<file path="config.mk">
export PLATFORM = sky130hd
export DESIGN_NAME = basic_line_chain_checker_top
export DESIGN_NICKNAME = d
export VERILOG_FILES = /design/src/design/blcc_pkg.sv /design/src/design/basic_line_chain_checker_top.sv /design/src/design/blcc_in_reg.sv /design/src/design/blcc_parser.sv
export SDC_FILE = /design/constraint.sdc
export NUM_CORES = 1
export LEC_CHECK = 0
export BUFFER_PORTS_ARGS = -buffer_cell sky130_fd_sc_hd__clkbuf_2
export CAP_MARGIN = 20
export CORE_ASPECT_RATIO = 1.2
export CORE_UTILIZATION = 39
export CTS_BUF_LIST = sky130_fd_sc_hd__clkbuf_16
export DETAILED_ROUTE_END_ITERATION = 8
export GPL_ROUTABILITY_DRIVEN = 0
export GPL_TIMING_DRIVEN = 0
export REMOVE_ABC_BUFFERS = 1
export SLEW_MARGIN = 20
export SYNTH_ARGS = -nofsm -noshare
export SYNTH_HDL_FRONTEND = slang
export SYNTH_SLANG_ARGS = --single-unit
</file>
<file path="constraint.sdc">
create_clock -name clk -period 3.3 [get_ports clk]
set_input_delay 0.33 -clock clk [delete_from_list [all_inputs] [get_ports clk]]
set_output_delay 0.33 -clock clk [all_outputs]
set_load 0.005 [all_outputs]
</file>
<file path="src/design/blcc_pkg.sv">
package blcc_pkg;

  localparam int unsigned LINE_NUM_W   = 16;
  localparam int unsigned BODY_LEN_W   = 16;
  localparam int unsigned COUNT_W      = 16;
  localparam int unsigned ERR_W        = 3;
  localparam int unsigned IN_DATA_W    = 8;
  localparam int unsigned OUT_DATA_W   = 24;

  localparam logic [LINE_NUM_W-1:0] MAX_LINE_DEFAULT = 16'd9999;
  localparam logic [7:0]            LINE_END         = 8'h0d;

  localparam logic [ERR_W-1:0] ERR_OK         = 3'd0;
  localparam logic [ERR_W-1:0] ERR_BAD_NUMBER = 3'd1;
  localparam logic [ERR_W-1:0] ERR_ZERO_LEN   = 3'd2;
  localparam logic [ERR_W-1:0] ERR_NO_TERM    = 3'd3;
  localparam logic [ERR_W-1:0] ERR_SHORT_HDR  = 3'd4;
  localparam logic [ERR_W-1:0] ERR_SHORT_BODY = 3'd5;
  localparam logic [ERR_W-1:0] ERR_EMPTY      = 3'd6;

  typedef struct packed {
    logic [7:0] data_byte;
    logic       last_byte;
    logic       no_data;
  } item_t;

  typedef struct packed {
    logic                 valid_res;
    logic [ERR_W-1:0]     error_kind;
    logic [COUNT_W-1:0]   line_count;
  } result_t;

endpackage

</file>
<file path="src/design/basic_line_chain_checker_top.sv">
// Checks a byte stream, one byte per transfer, for a well-formed chain of
// tokenised BASIC line records (big-endian line number, little-endian body
// length, body ending in 0x0d). One byte is taken every cycle; the only
// stall comes from m_tready held low while a result is waiting. The verdict
// for a stream is registered in the result register once the transfer that
// carries tlast has passed the input register, and is held until m_tready.
// tuser marks a transfer without a data byte (meant for an empty stream).
// The user must write max_line_number through cfg_wr_en/cfg_wr_data only
// between streams; the block itself does not enforce this.
module basic_line_chain_checker_top
  import blcc_pkg::*;
(
  input  logic                  clk,
  input  logic                  rst,
  input  logic                  cfg_wr_en,
  input  logic [LINE_NUM_W-1:0] cfg_wr_data,   // max_line_number
  input  logic                  s_tvalid,
  output logic                  s_tready,
  input  logic [IN_DATA_W-1:0]  s_tdata,       // [7:0] data_byte
  input  logic                  s_tlast,       // last_byte
  input  logic                  s_tuser,       // no_data
  output logic                  m_tvalid,
  input  logic                  m_tready,
  output logic [OUT_DATA_W-1:0] m_tdata        // [0] valid_res, [3:1] error_kind,
                                               // [19:4] line_count, [23:20] zero
);

  logic [LINE_NUM_W-1:0] max_line_number;
  item_t                 s_item;
  item_t                 item;
  logic                  item_valid;
  logic                  advance;
  result_t               res;

  always_ff @(posedge clk) begin
    if (rst) begin
      max_line_number <= MAX_LINE_DEFAULT;
    end else if (cfg_wr_en) begin
      max_line_number <= cfg_wr_data;
    end
  end

  assign s_item.data_byte = s_tdata;
  assign s_item.last_byte = s_tlast;
  assign s_item.no_data   = s_tuser;

  blcc_in_reg u_in_reg (
    .clk        (clk),
    .rst        (rst),
    .s_valid    (s_tvalid),
    .s_ready    (s_tready),
    .s_item     (s_item),
    .advance    (advance),
    .item_valid (item_valid),
    .item       (item)
  );

  blcc_parser u_parser (
    .clk             (clk),
    .rst             (rst),
    .max_line_number (max_line_number),
    .item_valid      (item_valid),
    .item            (item),
    .advance         (advance),
    .res_valid       (m_tvalid),
    .res_ready       (m_tready),
    .res             (res)
  );

  assign m_tdata = {4'b0000, res.line_count, res.error_kind, res.valid_res};

endmodule

</file>
<file path="src/design/blcc_in_reg.sv">
module blcc_in_reg
  import blcc_pkg::*;
(
  input  logic  clk,
  input  logic  rst,
  input  logic  s_valid,
  output logic  s_ready,
  input  item_t s_item,
  input  logic  advance,
  output logic  item_valid,
  output item_t item
);

  // stage accepts a new item when empty or when the next stage advances
  assign s_ready = !item_valid || advance;

  always_ff @(posedge clk) begin
    if (rst) begin
      item_valid <= 1'b0;
    end else if (s_ready) begin
      item_valid <= s_valid;
    end
    if (s_ready && s_valid) begin
      item <= s_item;
    end
  end

endmodule

</file>
<file path="src/design/blcc_parser.sv">
module blcc_parser
  import blcc_pkg::*;
(
  input  logic                  clk,
  input  logic                  rst,
  input  logic [LINE_NUM_W-1:0] max_line_number,
  input  logic                  item_valid,
  input  item_t                 item,
  output logic                  advance,
  output logic                  res_valid,
  input  logic                  res_ready,
  output result_t               res
);

  typedef enum logic [2:0] {
    PH_NUM_HI,
    PH_NUM_LO,
    PH_LEN_LO,
    PH_LEN_HI,
    PH_BODY
  } phase_t;

  phase_t                phase, phase_next;
  logic [7:0]            number_high, number_high_next;
  logic [7:0]            length_low, length_low_next;
  logic [BODY_LEN_W-1:0] body_left, body_left_next;
  logic [ERR_W-1:0]      first_error, first_error_next;
  logic [COUNT_W-1:0]    lines_seen, lines_seen_next;
  logic                  any_byte, any_byte_next;
  logic                  number_bad, number_bad_next;
  result_t               res_next;

  assign advance = !res_valid || res_ready;

  always_comb begin
    logic [LINE_NUM_W-1:0] line_num;
    logic [BODY_LEN_W-1:0] body_len;
    logic [BODY_LEN_W-1:0] body_dec;
    logic [ERR_W-1:0]      err;

    phase_next       = phase;
    number_high_next = number_high;
    length_low_next  = length_low;
    body_left_next   = body_left;
    first_error_next = first_error;
    lines_seen_next  = lines_seen;
    any_byte_next    = any_byte;
    number_bad_next  = number_bad;
    line_num = {number_high, item.data_byte};
    body_len = {item.data_byte, length_low};
    body_dec = (body_left != '0) ? body_left - 1'b1 : body_left;

    if (!item.no_data) begin
      any_byte_next = 1'b1;
      if (first_error == ERR_OK) begin
        case (phase)
          PH_NUM_HI: begin
            number_high_next = item.data_byte;
            phase_next       = PH_NUM_LO;
          end
          PH_NUM_LO: begin
            number_bad_next = (line_num == '0) || (line_num > max_line_number);
            phase_next      = PH_LEN_LO;
          end
          PH_LEN_LO: begin
            length_low_next = item.data_byte;
            phase_next      = PH_LEN_HI;
          end
          PH_LEN_HI: begin
            if (number_bad) begin
              first_error_next = ERR_BAD_NUMBER;
            end else if (body_len == '0) begin
              first_error_next = ERR_ZERO_LEN;
            end else begin
              body_left_next = body_len;
              phase_next     = PH_BODY;
            end
          end
          default: begin
            body_left_next = body_dec;
            if (body_dec == '0) begin
              if (item.data_byte != LINE_END) begin
                first_error_next = ERR_NO_TERM;
              end else begin
                if (lines_seen != '1) begin
                  lines_seen_next = lines_seen + 1'b1;
                end
                phase_next = PH_NUM_HI;
              end
            end
          end
        endcase
      end
    end

    err = first_error_next;
    if (err == ERR_OK) begin
      if (!any_byte_next) begin
        err = ERR_EMPTY;
      end else if (phase_next == PH_BODY) begin
        err = ERR_SHORT_BODY;
      end else if (phase_next != PH_NUM_HI) begin
        err = ERR_SHORT_HDR;
      end
    end
    res_next.valid_res  = (err == ERR_OK);
    res_next.error_kind = err;
    res_next.line_count = lines_seen_next;

    // end of stream: state returns to its cleared form
    if (item.last_byte) begin
      phase_next       = PH_NUM_HI;
      number_high_next = '0;
      length_low_next  = '0;
      body_left_next   = '0;
      first_error_next = ERR_OK;
      lines_seen_next  = '0;
      any_byte_next    = 1'b0;
      number_bad_next  = 1'b0;
    end
  end

  always_ff @(posedge clk) begin
    if (rst) begin
      phase       <= PH_NUM_HI;
      number_high <= '0;
      length_low  <= '0;
      body_left   <= '0;
      first_error <= ERR_OK;
      lines_seen  <= '0;
      any_byte    <= 1'b0;
      number_bad  <= 1'b0;
      res_valid   <= 1'b0;
    end else if (advance) begin
      res_valid <= item_valid && item.last_byte;
      if (item_valid) begin
        phase       <= phase_next;
        number_high <= number_high_next;
        length_low  <= length_low_next;
        body_left   <= body_left_next;
        first_error <= first_error_next;
        lines_seen  <= lines_seen_next;
        any_byte    <= any_byte_next;
        number_bad  <= number_bad_next;
      end
    end
    if (advance && item_valid && item.last_byte) begin
      res <= res_next;
    end
  end

endmodule

</file>
==> impl_results.md <==
- Share of post-route cells with drive strength above 1: 18.5%
- Setup_tns: 0 ns
- Die height: 135 um
- CTS tree: done
- Total core area: 14,400 um2
- Cell leakage power: 2.67 nW
- Largest net degree at the start of global routing: 62
- Internal power: 1.99 mW
- Sequential Area: 2390 um2
- Post-synthesis register bit count: 104
- Clk buf depth: 2
- Net Sw Frac: 24.2%
- Max frequency: 308 MHz
- Final Non-Filler Cells: 894
- Synth cell types: 66
- Outcome: complete, no violations
- Final setup viols: 0
- Hold buffers post-CTS: 0
- Multi-input logic area: 3220 um2
- Worst R2R End: u_parser.res[15]
- I/O Buffers: 52
- Layout area overhead: 17.3%
- Synthesized area: 5730 um2
- CTS Buf Count: 9
- Via/cell ratio: 5.79
- First-pass GRT wire length: 23,900 um
- RSZ-0062 raised after global routing: true
- VDD IR max: 0.240 mV
- Post-synth top flop: dfxtp_1
- NetSw: 636 uW
- Starting Density: 39.9%
- Cell Rows: 48
- DP HPWL: 10,000 um
- CP max FO: 7
- Ant diodes: 0
- Post-route ant nets: 0
- Synthesized area per cell: 8.64 um2
- Via Count: 5,177
- Critical path type: flop to flop
- Die Wd: 113 um
- Worst hold path endpoint: u_in_reg.item[8]
- Clk root buf: clkbuf_16
- WP buf/inv: 2
- Slew @ Worst Pin: 1.02 ns
- CP required: 3.41 ns
- CP Launch Type: flop
- Number of I/O pins: 57
- Final #Nets: 763
- PwrDens: 391 nW/um2
- Cell family with most CP delay: simple AND/OR/NAND/NOR gates
- Die ar.: 15,200 um2
- DR iter-0 viols: 408
- Seq/Total Area, Yosys: 41.6%
- Worst hold path type: primary input to flop
- Worst reg2reg setup slack: 0.05 ns
- CTS clk-pin slew, worst paths: 0.07 ns
- Final Hold Viols: 0
- Critical Path AT: 3.36 ns
- Synth Warn #: 0
- Critical Path, Cell by Cell: inv_4, ha_4, or4b_4, nor4_4, mux2i_2, o41ai_4, nor4b_4, buf_6, and2_4, nand4_1, mux2_2
- Overflow after GRT: 0
- Setup Skew: 0.00843 ns
- Total Routed Length: 14,900 um
- Kind of end point of the critical path: flop
- Sequential power share: 52.0%
- Worst rel slew slack: 31.6%
- Mapped Cells: 663
- Min cycle time layout: 3.25 ns
- Clk Latency, worst-skew pair: 0.36 ns
- Vias in the first global route: 4,877
- Max Cap Violations: 0
- Initial antenna violation count: 0
- Dpl cells: 853
- WHS Path Cells: 1
- Max Slew Vio Count: 0
- GR Util All Layers: 19.9%
- DRC viols: 0
- Num Clock Sinks: 104
- CP max stage delay: 0.52 ns
- Clock Power Share: 41.9%
- Synth async-reset ratio: 0%
- Hold_sp: s_tdata[6]
- Fin crit share: 98.5%
- Worst r2r src: u_parser.body_left[0]
- Critical-path top delay cell: or4b_4
- Gate power share: 6.2%
- FILL cells: 1,387
- CTS H-tree lvls: 3
- Post-synth EDFFs: 30
- Worst Reg-to-Reg Cells: 11
- Pre-antenna DRT Iters: 8
- WL/cell: 16.7 um
## per-stage QoR
step	instance area, um2	util (%)	power [mW]	hold slack, ns	setup slack [ns]
final	6720	46.8	2.62	0.143	0.0502
after CTS	6480	45.1	2.65	0.136	0.0127
after global placement	6030	42.0	1.55	0.461	-0.801
after floorplan	5550	-	1.48	0.399	-0.159
after detailed placement	6050	42.1	1.56	0.472	-0.849
after global routing	6720	46.8	2.72	0.132	-0.0662
## how the worst max path moves through the flow
stage                        endpoint  slack (ns)  depth (start not counted)                  start
3_3_place_gp         u_parser.res[15]       -0.80                         10  u_parser.body_left[0]
5_1_grt              u_parser.res[15]       -0.07                         11  u_parser.body_left[0]
6_report             u_parser.res[15]        0.05                         11  u_parser.body_left[0]
3_5_place_dp         u_parser.res[15]       -0.85                         10  u_parser.body_left[0]
2_1_floorplan        u_parser.res[15]       -0.16                         10  u_parser.body_left[0]
4_1_cts        u_parser.lines_seen[4]        0.01                         11  u_parser.body_left[1]
## power by group through the flow
stage / clock (mW) / sequential (mW) / combinational, mW
final: 1.10 / 1.36 / 0.162
after detailed placement: 0 / 1.40 / 0.161
after global routing: 1.16 / 1.37 / 0.185
after floorplan: 0 / 1.39 / 0.0904
after global placement: 0 / 1.39 / 0.156
after CTS: 1.12 / 1.37 / 0.163
## cell usage in the layout, fill, tap and decap left out, types with 5 or more instances in the layout
master	n
a21oi_1	34
a22oi_1	30
a31oi_1	15
and2_1	5
and3_1	7
buf_4	20
clkbuf_16	9
clkbuf_2	51
dfxtp_1	71
edfxtp_1	30
ha_1	17
inv_1	33
mux2_2	5
mux2i_1	11
nand2_1	66
nand2b_1	6
nand3_1	21
nand4_1	10
nor2_1	75
nor3_1	18
nor4_1	10
o211ai_1	18
o21ai_0	24
o41ai_1	6
or3_1	8
or4_1	9
xnor2_1	5
xor2_1	7
## synth_stat cells, drive strengths merged, types with 11 or more instances
master / instances / area, um2
a21oi: 34 / 170
a22oi: 30 / 225
a31oi: 15 / 93.8
buf: 13 / 81.3
clkbuf: 27 / 103
dfxtp: 74 / 1480
edfxtp: 30 / 901
ha: 18 / 225
inv: 35 / 131
mux2i: 12 / 120
nand2: 67 / 251
nand3: 24 / 125
nor2: 77 / 289
nor3: 19 / 95.1
nor4: 15 / 124
o211ai: 18 / 135
o21ai: 25 / 125
or4: 11 / 86.3
## worst register-to-register path: stages (launching register included)
cell and delay, ns:
dfxtp_4 0.38, inv_4 0.08, ha_4 0.15, or4b_4 0.52, nor4_4 0.28, mux2i_2 0.35, o41ai_4 0.17, nor4b_4 0.24
buf_6 0.19, and2_4 0.22, nand4_1 0.13, mux2_2 0.30
## logic make-up (layout without fill, tap and decap cells)
logic type	Yosys count	in the layout	share of synthesized area, %
other cells	1	4	0.0655
fa+ha+maj	18	18	3.93
buf+inv	75	126	5.51
simple gates	272	274	24.6
compound gates	163	163	19.1
mux	18	18	3.28
xor+xnor	12	12	1.84
flops	104	104	41.6
## final cells by class
| class | instances | area share (%) |
|---|---|---|
| inverter | 35 | 1.99 |
| timing repair buffer | 75 | 6.78 |
| sequential | 104 | 35.6 |
| clock buffer | 9 | 3.35 |
| clock inverter | 7 | 1.01 |
| tap | 175 | 3.26 |
| multi-input combinational | 489 | 48.0 |
## state kept, by name, summed over array words and instances (netlist names)
register / cells
u_parser.res: 20
max_line_number: 16
u_parser.body_left: 16
u_parser.lines_seen: 16
u_in_reg.item: 10
u_parser.length_low: 8
u_parser.number_high: 8
u_parser.first_error: 3
u_parser.phase: 3
u_in_reg.item_valid: 1
u_parser.any_byte: 1
u_parser.number_bad: 1
u_parser.res_valid: 1
## layer usage
metal  wire (um)  global-route usage [%]  up-vias
li1            -                       -     2551
met1        6490                    24.0     2437
met2        7410                    34.0      153
met3         528                    2.78       36
met4         492                    11.6        0
met5           0                       0        -
## timing repair
action | in CTS | in global routing
hold endpoints to repair | 0 | 0
cloned | 1 | 1
setup buffers | 3 | 20
resized for setup | 23 | 16
pin swaps | 2 | 14
endpoints found under the setup margin | 39 | 21
No activity file was read; power rests on OpenSTA's default activity.
